File: config.mk
export PLATFORM = sky130hd
export DESIGN_NAME = segment_lcd_text_writer_flat
export DESIGN_NICKNAME = d
export VERILOG_FILES = /design/src/rtl/core/sltw_pkg.sv /design/src/rtl/core/sltw_if.sv /design/src/rtl/core/segment_lcd_text_writer.sv /design/src/flat_wrapper.sv
export SDC_FILE = /design/constraint.sdc
export NUM_CORES = 1
export LEC_CHECK = 0
export BUFFER_PORTS_ARGS = -buffer_cell sky130_fd_sc_hd__buf_2
export CAP_MARGIN = 20
export CORE_MARGIN = 1.5
export CORE_UTILIZATION = 50
export CTS_CLUSTER_DIAMETER = 30
export DETAILED_ROUTE_END_ITERATION = 12
export GPL_TIMING_DRIVEN = 0
export PLACE_DENSITY_LB_ADDON = 0.1
export SYNTH_ARGS = -nofsm -noshare
export SYNTH_HDL_FRONTEND = slang
export SYNTH_SLANG_ARGS = --single-unit
File: constraint.sdc
create_clock -name clock -period 12.7 [get_ports clock]
set_clock_uncertainty 0.1 [all_clocks]
set_input_delay 2.54 -clock clock [delete_from_list [all_inputs] [get_ports clock]]
set_output_delay 2.54 -clock clock [all_outputs]
set_load 0.005 [all_outputs]
File: src/rtl/core/sltw_pkg.sv
`timescale 1ns / 1ps

package sltw_pkg;

   localparam int unsigned LCD_CELLS = 12;
   localparam int unsigned LINE_POSITIONS = 5;
   localparam int unsigned GLYPH_COUNT = 60;

   localparam logic KIND_PRINT = 1'b0;
   localparam logic KIND_TOGGLE = 1'b1;

   localparam logic [1:0] ALIGN_LEFT = 2'd0;
   localparam logic [1:0] ALIGN_CENTER = 2'd1;

   localparam logic [3:0] HEART_CELL = 4'd1;
   localparam logic [3:0] STOPWATCH_CELL = 4'd2;
   localparam logic [7:0] ICON_BIT = 8'h08;

   localparam logic [7:0] UPPER_MASK = 8'hF7;
   localparam logic [7:0] LOWER_MASK = 8'h7F;

   localparam logic [7:0] CHAR_SPACE = 8'h20;
   localparam logic [7:0] CHAR_Z = 8'h5A;
   localparam logic [7:0] CHAR_BRACKET = 8'h5B;
   localparam logic [7:0] CASE_FOLD = 8'hDF;

   localparam logic [7:0] GLYPH_ROM [GLYPH_COUNT] = '{
      8'h00, 8'h60, 8'h00, 8'h00, 8'h00, 8'h00, 8'h00, 8'h00,
      8'h05, 8'h60, 8'h00, 8'h00, 8'h00, 8'h02, 8'h00, 8'h00,
      8'hF5, 8'h60, 8'hB6, 8'hF2, 8'h63, 8'hD3, 8'hD7, 8'h70,
      8'hF7, 8'hF3, 8'h00, 8'h00, 8'h00, 8'h82, 8'h00, 8'h00,
      8'h00, 8'h77, 8'hC7, 8'h95, 8'hE6, 8'h97, 8'h17, 8'hF3,
      8'h67, 8'h05, 8'hF0, 8'h87, 8'h85, 8'h75, 8'h46, 8'hC6,
      8'h37, 8'hF5, 8'h06, 8'hD3, 8'h87, 8'hC4, 8'hC4, 8'h02,
      8'h67, 8'hE3, 8'hB6, 8'h00
   };

   typedef struct packed {
      logic       kind;
      logic       line_select;
      logic [1:0] align;
      logic       keep_line;
      logic [2:0] text_length;
      logic [7:0] char_a;
      logic [7:0] char_b;
      logic [7:0] char_c;
      logic [7:0] char_d;
      logic [7:0] char_e;
      logic       heart_icon;
   } req_word_type;

   // clamp to the font range, fold lower case, then look up the segments
   function automatic logic [7:0] glyph_of(input logic [7:0] code);
      logic [7:0] s;
      logic [7:0] offset;
      s = code;
      if (s < CHAR_SPACE) begin
         s = CHAR_SPACE;
      end
      if (s > CHAR_Z) begin
         s = s & CASE_FOLD;
         if (s > CHAR_BRACKET) begin
            s = CHAR_BRACKET;
         end
      end
      offset = s - CHAR_SPACE;
      return GLYPH_ROM[offset[5:0]];
   endfunction

   // display cell behind a line position; upper position 0 does not exist
   function automatic logic [3:0] cell_of(input logic line, input logic [2:0] pos);
      logic [3:0] cell_num;
      cell_num = 4'd0;
      if (line) begin
         case (pos)
            3'd0:    cell_num = 4'd11;
            3'd1:    cell_num = 4'd10;
            3'd2:    cell_num = 4'd9;
            3'd3:    cell_num = 4'd8;
            3'd4:    cell_num = 4'd7;
            default: cell_num = 4'd7;
         endcase
      end else begin
         case (pos)
            3'd0:    cell_num = 4'd0;
            3'd1:    cell_num = 4'd1;
            3'd2:    cell_num = 4'd2;
            3'd3:    cell_num = 4'd3;
            3'd4:    cell_num = 4'd5;
            default: cell_num = 4'd5;
         endcase
      end
      return cell_num;
   endfunction

endpackage

File: src/rtl/core/sltw_if.sv
`timescale 1ns / 1ps

interface sltw_req_if;
   logic       valid;
   logic       ready;
   logic       kind;
   logic       line_select;
   logic [1:0] align;
   logic       keep_line;
   logic [2:0] text_length;
   logic [7:0] char_a;
   logic [7:0] char_b;
   logic [7:0] char_c;
   logic [7:0] char_d;
   logic [7:0] char_e;
   logic       heart_icon;

   modport source (
      output valid, kind, line_select, align, keep_line, text_length,
      output char_a, char_b, char_c, char_d, char_e, heart_icon,
      input  ready
   );
   modport sink (
      input  valid, kind, line_select, align, keep_line, text_length,
      input  char_a, char_b, char_c, char_d, char_e, heart_icon,
      output ready
   );
endinterface

interface sltw_rsp_if;
   logic       valid;
   logic       ready;
   logic [3:0] cell_address;
   logic [7:0] cell_value;
   logic       last_cell;

   modport source (
      output valid, cell_address, cell_value, last_cell,
      input  ready
   );
   modport sink (
      input  valid, cell_address, cell_value, last_cell,
      output ready
   );
endinterface

File: src/rtl/core/segment_lcd_text_writer.sv
`timescale 1ns / 1ps

// Segment LCD text writer: turns print and icon-toggle words into updates of
// a 12-byte segment display memory and reports every cell it changes.
// req: one word per print or toggle command, valid/ready handshake.
// rsp: one word per touched cell (address, new byte), last_cell marks the end
// of a command; a print touches up to five cells, a toggle exactly one.
// A command is held in the input register, then the encoder works out all
// new cell bytes combinationally, writes the display memory and loads a
// five-entry result buffer whose words then go out on rsp.
// The result buffer drains one word per cycle while rsp.ready is high, one
// word per touched cell; a keep with no text touches no cell and gives no
// word.
// The next command is encoded in the cycle the previous one's last word leaves.
// Reset clears the display memory and empties the input register and the
// result buffer.
// When rsp stalls, the buffer holds its word and the input register still
// takes one more command; req.ready then drops until the buffer frees.

module segment_lcd_text_writer #(
   parameter int unsigned DISPLAY_CELLS = sltw_pkg::LCD_CELLS
) (
   input logic        clock,
   input logic        reset,
   sltw_req_if.sink   req,
   sltw_rsp_if.source rsp
);

   localparam int unsigned Slots = sltw_pkg::LINE_POSITIONS;

   sltw_pkg::req_word_type hold_ff;
   logic                   hold_valid_ff;
   logic                   hold_valid_in;

   logic [7:0] mem_ff [DISPLAY_CELLS];
   logic [7:0] mem_in [DISPLAY_CELLS];

   logic [Slots-1:0] pend_ff;
   logic [Slots-1:0] pend_in;
   logic [3:0]       addr_ff [Slots];
   logic [7:0]       value_ff [Slots];

   logic [Slots-1:0] pend_low;
   logic [Slots-1:0] pend_rest;
   logic [2:0]       emit_idx;
   logic             buffer_free;
   logic             load;

   logic       line;
   logic [2:0] line_len;
   logic [2:0] len_c;
   logic [2:0] first;
   logic [2:0] start;
   logic [7:0] mask;
   logic [7:0] keep_bits;
   logic [3:0] tog_cell;
   logic [7:0] tog_value;

   logic [3:0]       pos_cell [Slots];
   logic [7:0]       pos_value [Slots];
   logic [Slots-1:0] pos_touched;
   logic [3:0]       load_addr [Slots];
   logic [7:0]       load_value [Slots];
   logic [Slots-1:0] load_mask;

   // result buffer bookkeeping
   assign pend_low = pend_ff & (~pend_ff + Slots'(1));
   assign pend_rest = pend_ff & ~pend_low;
   assign buffer_free = (pend_ff == '0) || ((pend_rest == '0) && rsp.ready);
   assign load = hold_valid_ff && buffer_free;
   assign req.ready = !hold_valid_ff || load;

   always_comb begin
      emit_idx = 3'd0;
      for (int k = Slots - 1; k >= 0; k--) begin
         if (pend_ff[k]) begin
            emit_idx = 3'(k);
         end
      end
   end

   assign rsp.valid = pend_ff != '0;
   assign rsp.cell_address = addr_ff[emit_idx];
   assign rsp.cell_value = value_ff[emit_idx];
   assign rsp.last_cell = pend_rest == '0;

   // line geometry and placement
   always_comb begin
      line = hold_ff.line_select;
      line_len = line ? 3'd5 : 3'd4;
      len_c = (hold_ff.text_length > line_len) ? line_len : hold_ff.text_length;
      first = {2'b00, !line};
      mask = line ? sltw_pkg::LOWER_MASK : sltw_pkg::UPPER_MASK;
      keep_bits = ~mask;
      case (hold_ff.align)
         sltw_pkg::ALIGN_LEFT:   start = first;
         sltw_pkg::ALIGN_CENTER: start = ((line_len - len_c) >> 1) + first;
         default:                start = 3'd5 - len_c;
      endcase
      tog_cell = hold_ff.heart_icon ? sltw_pkg::HEART_CELL : sltw_pkg::STOPWATCH_CELL;
      tog_value = mem_ff[tog_cell] ^ sltw_pkg::ICON_BIT;
   end

   // per line position: clear, write the glyph, or leave the cell alone
   always_comb begin
      logic [2:0] pos;
      logic [2:0] rel;
      logic       in_text;
      logic       cleared;
      logic [7:0] ch;
      logic [7:0] seg;
      logic [7:0] cur;
      for (int p = 0; p < Slots; p++) begin
         pos = 3'(p);
         rel = pos - start;
         in_text = (pos >= start) && (rel < len_c);
         cleared = !hold_ff.keep_line && (pos >= first);
         case (rel)
            3'd0:    ch = hold_ff.char_a;
            3'd1:    ch = hold_ff.char_b;
            3'd2:    ch = hold_ff.char_c;
            3'd3:    ch = hold_ff.char_d;
            3'd4:    ch = hold_ff.char_e;
            default: ch = hold_ff.char_a;
         endcase
         seg = sltw_pkg::glyph_of(ch);
         if (line) begin
            seg = {seg[3:0], seg[7:4]};
         end
         pos_cell[p] = sltw_pkg::cell_of(line, pos);
         cur = mem_ff[pos_cell[p]];
         if (in_text) begin
            pos_value[p] = (cur & keep_bits) | (seg & mask);
         end else if (cleared) begin
            pos_value[p] = cur & keep_bits;
         end else begin
            pos_value[p] = cur;
         end
         pos_touched[p] = in_text || cleared;
      end
   end

   // what goes into the result buffer and the display memory
   always_comb begin
      if (hold_ff.kind == sltw_pkg::KIND_TOGGLE) begin
         load_mask = Slots'(1);
         for (int p = 0; p < Slots; p++) begin
            load_addr[p] = tog_cell;
            load_value[p] = tog_value;
         end
      end else begin
         load_mask = pos_touched;
         for (int p = 0; p < Slots; p++) begin
            load_addr[p] = pos_cell[p];
            load_value[p] = pos_value[p];
         end
      end

      for (int c = 0; c < DISPLAY_CELLS; c++) begin
         mem_in[c] = mem_ff[c];
      end
      if (load) begin
         for (int p = 0; p < Slots; p++) begin
            if (load_mask[p]) begin
               mem_in[load_addr[p]] = load_value[p];
            end
         end
      end

      if (load) begin
         pend_in = load_mask;
      end else if (rsp.valid && rsp.ready) begin
         pend_in = pend_rest;
      end else begin
         pend_in = pend_ff;
      end

      if (req.valid && req.ready) begin
         hold_valid_in = 1'b1;
      end else if (load) begin
         hold_valid_in = 1'b0;
      end else begin
         hold_valid_in = hold_valid_ff;
      end
   end

   always_ff @(posedge clock) begin
      if (reset) begin
         hold_valid_ff <= 1'b0;
         pend_ff <= '0;
         for (int c = 0; c < DISPLAY_CELLS; c++) begin
            mem_ff[c] <= 8'h00;
         end
      end else begin
         hold_valid_ff <= hold_valid_in;
         pend_ff <= pend_in;
         for (int c = 0; c < DISPLAY_CELLS; c++) begin
            mem_ff[c] <= mem_in[c];
         end
      end
   end

   always_ff @(posedge clock) begin
      if (req.valid && req.ready) begin
         hold_ff.kind <= req.kind;
         hold_ff.line_select <= req.line_select;
         hold_ff.align <= req.align;
         hold_ff.keep_line <= req.keep_line;
         hold_ff.text_length <= req.text_length;
         hold_ff.char_a <= req.char_a;
         hold_ff.char_b <= req.char_b;
         hold_ff.char_c <= req.char_c;
         hold_ff.char_d <= req.char_d;
         hold_ff.char_e <= req.char_e;
         hold_ff.heart_icon <= req.heart_icon;
      end
      if (load) begin
         for (int p = 0; p < Slots; p++) begin
            addr_ff[p] <= load_addr[p];
            value_ff[p] <= load_value[p];
         end
      end
   end

endmodule

File: src/flat_wrapper.sv
// flat-port wrapper written by rule: the top's interface ports become plain ports
module segment_lcd_text_writer_flat 
#(
   parameter int unsigned DISPLAY_CELLS = sltw_pkg::LCD_CELLS
)
  (clock, reset, req_valid, req_kind, req_line_select, req_align, req_keep_line, req_text_length, req_char_a, req_char_b, req_char_c, req_char_d, req_char_e, req_heart_icon, req_ready, rsp_valid, rsp_cell_address, rsp_cell_value, rsp_last_cell, rsp_ready);
  sltw_req_if req_i ();
  sltw_rsp_if rsp_i ();
  input logic clock;
  input logic reset;
  input wire logic [$bits(req_i.valid)-1:0] req_valid;
  input wire logic [$bits(req_i.kind)-1:0] req_kind;
  input wire logic [$bits(req_i.line_select)-1:0] req_line_select;
  input wire logic [$bits(req_i.align)-1:0] req_align;
  input wire logic [$bits(req_i.keep_line)-1:0] req_keep_line;
  input wire logic [$bits(req_i.text_length)-1:0] req_text_length;
  input wire logic [$bits(req_i.char_a)-1:0] req_char_a;
  input wire logic [$bits(req_i.char_b)-1:0] req_char_b;
  input wire logic [$bits(req_i.char_c)-1:0] req_char_c;
  input wire logic [$bits(req_i.char_d)-1:0] req_char_d;
  input wire logic [$bits(req_i.char_e)-1:0] req_char_e;
  input wire logic [$bits(req_i.heart_icon)-1:0] req_heart_icon;
  output wire logic [$bits(req_i.ready)-1:0] req_ready;
  output wire logic [$bits(rsp_i.valid)-1:0] rsp_valid;
  output wire logic [$bits(rsp_i.cell_address)-1:0] rsp_cell_address;
  output wire logic [$bits(rsp_i.cell_value)-1:0] rsp_cell_value;
  output wire logic [$bits(rsp_i.last_cell)-1:0] rsp_last_cell;
  input wire logic [$bits(rsp_i.ready)-1:0] rsp_ready;
  assign req_i.valid = req_valid;
  assign req_i.kind = req_kind;
  assign req_i.line_select = req_line_select;
  assign req_i.align = req_align;
  assign req_i.keep_line = req_keep_line;
  assign req_i.text_length = req_text_length;
  assign req_i.char_a = req_char_a;
  assign req_i.char_b = req_char_b;
  assign req_i.char_c = req_char_c;
  assign req_i.char_d = req_char_d;
  assign req_i.char_e = req_char_e;
  assign req_i.heart_icon = req_heart_icon;
  assign req_ready = req_i.ready;
  assign rsp_valid = rsp_i.valid;
  assign rsp_cell_address = rsp_i.cell_address;
  assign rsp_cell_value = rsp_i.cell_value;
  assign rsp_last_cell = rsp_i.last_cell;
  assign rsp_i.ready = rsp_ready;
  segment_lcd_text_writer #(.DISPLAY_CELLS(DISPLAY_CELLS)) u_core (.clock(clock), .reset(reset), .req(req_i), .rsp(rsp_i));
endmodule
Yosys cells after proc, flatten, opt, wreduce, memory -nomap -nowiden
Memory sizes are Yosys's and may differ from the RTL's.
Cells that the tools add are included.
Word-level totals
  logic and storage cells: 289
  output and inout bits: 15
  bits of input ports: 53
  RAM bits: 156
  bits in registers: 55
  memory bits (read-only): 2560
  memories kept: 8
Operators by class
  equal/unequal tests: 21
  add/sub/neg operators: 14
  bitwise operators: 43
  muxes and demuxes: 109
  reductions and logical operators: 35
  magnitude comparators: 46
Memory list
  (no name shown): words 64, width 8, read ports 1, clocked after memory_dff 0, write ports 0, RTL line sltw_pkg.sv:67  | return GLYPH_ROM[offset[5:0]];
  (no name shown): words 64, width 8, read ports 1, clocked after memory_dff 0, write ports 0, RTL line sltw_pkg.sv:67
  (no name shown): words 64, width 8, read ports 1, clocked after memory_dff 0, write ports 0, RTL line sltw_pkg.sv:67
  (no name shown): words 64, width 8, read ports 1, clocked after memory_dff 0, write ports 0, RTL line sltw_pkg.sv:67
  (no name shown): words 64, width 8, read ports 1, clocked after memory_dff 0, write ports 0, RTL line sltw_pkg.sv:67
  u_core.mem_ff: words 12, width 8, read ports 18, clocked after memory_dff 0, write ports 12, RTL line segment_lcd_text_writer.sv:35  | logic [7:0] mem_ff [DISPLAY_CELLS];
  2 more memories
Operator list (count)
  96-bit 2-to-1 mux: 10
  96-bit bitwise mux: 5
  8-bit 2-to-1 mux: 48
  8-bit demux with 4-bit select: 5
  8-bit one-hot mux with 4 select lines: 5
  8-bit AND: 10
  8-bit by 7-bit > comparator with 1-bit output, second input constant: 10
  8-bit by 6-bit less-than comparator with 1-bit output, second input constant: 5
  40-bit 2-to-1 mux: 1
  5-bit 2-to-1 mux: 8
  8-bit OR: 5
  7-bit greater-or-equal comparator, second input constant: 5
  6-bit NOT with 7-bit output: 5
  3-bit by 2-bit equality test with 1-bit output, second input constant: 10
  6-bit 2-to-1 mux: 5
  6-bit subtractor, second input constant: 5
  5-bit greater-or-equal comparator, second input constant: 5
  5-bit by 1-bit less-than comparator with 1-bit output, second input constant: 5
  4-bit NOT with 5-bit output: 5
  20-bit 2-to-1 mux: 1
  1-bit logical AND: 19
  3-bit 2-to-1 mux: 6
  4-bit 2-to-1 mux: 4
  3-bit by 1-bit equality test with 1-bit output, second input constant: 5
  30 further kinds: 76

Longest topological paths before layout
  depth after elaboration: 40
  gate-level depth with buffers: 31
  depth with buffers taken out: 27

Worst setup path after synthesis
Ideal clock, no wire load.
  kind: flip-flop to flip-flop
  from: register u_core.hold_ff (netlist bit u_core.line)
  to: memory u_core.value_ff[3][1] (data pin)
  cell stages (with the launch flop): 28
  path slack: 5.841 ns
  clock period less this slack: 6.859 ns
  setup time: 0.272 ns
  data required time: 12.328 ns
  arrival: 6.487 ns
  buffers on the path: 4
  cell sequence: edfxtp_1 clkbuf_1 inv_1 clkbuf_1 clkbuf_1 nand3_1 ha_1 ha_1 a21oi_1 nor2_1 a21oi_1 inv_1 ha_1 buf_2 nor3_1 or3_1 nand2_1 o22a_1 nor3_1 o21bai_1 ha_1 or4_1 o21ai_0 o21bai_1 o21ai_0 a31o_2 mux2i_1 o221ai_1
RTL lines
  start, declared: RTL line segment_lcd_text_writer.sv:31  | sltw_pkg::req_word_type hold_ff;
  end, declared: RTL line segment_lcd_text_writer.sv:41  | logic [7:0] value_ff [Slots];

==> metrics.md <==
| Metric | Value |
|---|---|
| Status | finished clean |
| Largest net degree at the start of global routing | 40 |
| Initial antenna violation count | 1 |
| Clk sink count | 182 |
| Critical Path RT | 12.77 ns |
| Final std cells w/o fill | 2,175 |
| First DRT Iteration DRCs | 2,503 |
| Slew margin rel. | 0.140 |
| P_int | 0.00146 W |
| Fraction of layout cells with a size suffix above 1 | 0.0993 |
| Clock latency at the later pin of the worst-skew pair | 0.46 ns |
| Distinct cells, synth | 97 |
| Crit-path slowest cell | nor3_1 |
| Hold path depth | 2 |
| Achievable Freq | 0.102 GHz |
| Wire per inst | 23.5 um |
| Final HPWL DP | 37,600 um |
| Yosys warns | 0 |
| P_sw | 0.00144 W |
| CTS tree | built |
| Avg Inst Size Synth | 8.20 um2 |
| Num CTS Buffers | 17 |
| Dominant synthesized flop cell | edfxtp_1 |
| Fin crit share | 0.771 |
| Clock Power Share | 0.203 |
| Fin nets | 1,895 |
| Clk slew on worst S/H paths | 0.10 ns |
| First-pass GRT wire length | 78,600 um |
| Dpl cells | 2,143 |
| Mapped Cells | 1,703 |
| Initial Util | 0.514 |
| Commonest non-fill, non-tap cell in the layout | nor2_1 |
| H-tree depth | 4 |
| Vias in the first global route | 13,400 |
| Port bufs | 66 |
| Switching share of power | 0.496 |
| Most frequent cells in the layout | 184 x nor2_1, 178 x nand2_1, 134 x a21oi_1, 102 x o21ai_0, 96 x edfxtp_1 |
| Flops & latches, synth | 182 |
| Die Y | 170 um |
| Final hold violations | 0 |
| Vias per inst | 6.84 |
| Cells on worst reg2reg path | 28 |
| Setup bufs post-CTS | 0 |
| Die extent in x | 170 um |
| Clock buffer depth | 2 |
| DR DRC count | 0 |
| Logic gate share of total power | 0.560 |
| CTS root buf | clkbuf_16 |
| Post-CTS sizing | 0 |
| CP max FO | 10 |
| Area grow syn2layout | 10.7% |
| Via count | 14,900 |
| Period minus WS final | 9.79 ns |
| Worst Tran Pin Value | 1.29 ns |
| Initial DRT Pass Iterations | 13 |
| # hold bufs at CTS | 0 |
| Crit Path Category | register to register |
| GRT Resource Usage Total | 0.354 |
| Worst setup SP type | register |
| Ports | 68 |
| Post-synthesis sequential area ratio | 0.330 |
| Post-Route WL | 51,200 um |
| Mapped Nets | 1,808 |
| Hold Crit Class | register to register |
| Routability congestion estimate | 0.981 |
| Slew Limit Fails | 0 |
| Max-cap violations | 0 |
| Crit path DAT | 9.86 ns |
| CP top delay family | simple AND/OR/NAND/NOR gates |
| Crit-path max cell delay | 0.91 ns |
| RSZ-0062 raised after global routing | no |
| Sequential power share | 0.237 |
| Inserted Diodes | 0 |
| Gr ovfl total | 0 |
| Asr flop ratio synth | 0 |
| Power density cells | 187 nW/um2 |
| Kind of end point of the critical path | register |
| # rows | 60 |
| Final setup vio count | 0 |
| Peak VDD IR | 91.9 uV |
| Core ar. | 27,200 um2 |
| Synth Cell Area | 14,000 um2 |
| Number of synthesized flops with an enable pin | 96 |
| Final ANT Viol Nets | 0 |
| Die area | 28,900 um2 |
| Final setup TNS | 0 ns |
| Pleak | 5.69 nW |
| CP Depth | 28 |
| Fillers | 2,520 |
| Bufs and invs on worst path | 7 |
## metal layers
| metal | track usage | share of wire | vias up |
|---|---|---|---|
| li1 | - | - | 6721 |
| met1 | 0.488 | 0.41 | 6926 |
| met2 | 0.536 | 0.43 | 1057 |
| met3 | 0.0719 | 0.11 | 163 |
| met4 | 0.151 | 0.044 | 0 |
| met5 | 0 | 0 | - |
## per-stage QoR
step | area [um2] | hold slack [ns] | setup WS [ns] | power [W] | util
2_1_floorplan | 14000 | 0.316 | 5.84 | 0.00180 | -
3_3_place_gp | 14800 | 0.327 | 3.44 | 0.00226 | 0.543
3_5_place_dp | 14800 | 0.331 | 3.38 | 0.00224 | 0.545
4_1_cts | 15400 | 0.346 | 3.30 | 0.00283 | 0.568
5_1_grt | 15400 | 0.367 | 2.63 | 0.00304 | 0.568
6_report | 15400 | 0.350 | 2.91 | 0.00290 | 0.568
## cells by family (layout without fill, tap and decap cells)
| family | after synthesis | in the layout | share of synthesized area |
|---|---|---|---|
| buffers and inverters | 161 | 261 | 0.0463 |
| xor gates and xnor gates | 4 | 4 | 0.00251 |
| and+or+nand+nor | 585 | 585 | 0.195 |
| AOI/OAI and AO/OA | 645 | 645 | 0.324 |
| adders and majority gates | 53 | 53 | 0.0473 |
| DFF | 182 | 182 | 0.330 |
| muxes | 73 | 73 | 0.0547 |
## flip-flops by register name, summed over array words and instances (netlist names)
name,count
u_core.mem_ff,80
u_core.hold_ff,48
u_core.value_ff,40
u_core.addr_ff,7
u_core.pend_ff,5
u_core.hold_valid_ff,1
u_core.line,1
## tightest hold or removal path, delay by kind of cell (launching register included)
kind	cells	cell delay, ns
buffers and inverters	1	0.06
AND/OR/NAND/NOR	1	0.04
flip-flops	1	0.32
## synth_stat cells (13+ instances only)
cell      number  area, um2
edfxtp_1      96       2880
o211ai_1      28        210
o21a_1        13       97.6
a221oi_1      13        114
a211oi_1      55        413
dfxtp_1       86       1720
inv_1         41        154
a21o_1        13       97.6
nor2b_1       14       87.6
mux2i_1       50        500
mux2_2        21        236
nor2_1       184        691
a222oi_1      26        260
o31ai_1       26        195
o22ai_1       18        113
nand2b_1      19        119
a31oi_1       25        156
buf_2         20        100
o21ai_0      102        510
a22oi_1       25        188
ha_1          52        651
clkbuf_1      89        334
o221ai_1      14        123
nand3_1       38        190
nor3_1        42        210
nand2_1      178        668
and2_1        28        175
a21oi_1      134        671
## power groups by stage
stage	Combinational, W	Clock (W)	Sequential, W
floorplan	0.00111	0	0.000689
global placement	0.00156	0	0.000699
detailed placement	0.00154	0	0.000698
finish	0.00162	0.000588	0.000686
CTS	0.00155	0.000588	0.000685
global route	0.00175	0.000607	0.000689
## final timing paths
| check | end | slack (ns) | startpoint |
|---|---|---|---|
| setup / recovery | u_core.value_ff[3][1] | 2.91 | u_core.line |
| hold / removal | u_core.mem_ff[10][7] | 0.35 | u_core.mem_ff[10][7] |
| setup reg to reg | u_core.value_ff[3][1] | 2.91 | u_core.line |
| hold reg to reg | u_core.mem_ff[10][7] | 0.35 | u_core.mem_ff[10][7] |
## cell type report
class	count	area, um2	area share
multi-input combinational	1360	8720	0.564
clock inverter	15	220	0.0143
timing repair buffer	68	370	0.0240
inverter	43	161	0.0104
clock buffer	17	425	0.0275
buffer	118	485	0.0314
tap	372	465	0.0301
sequential	182	4600	0.298
Power figures use the tool's default switching activity.
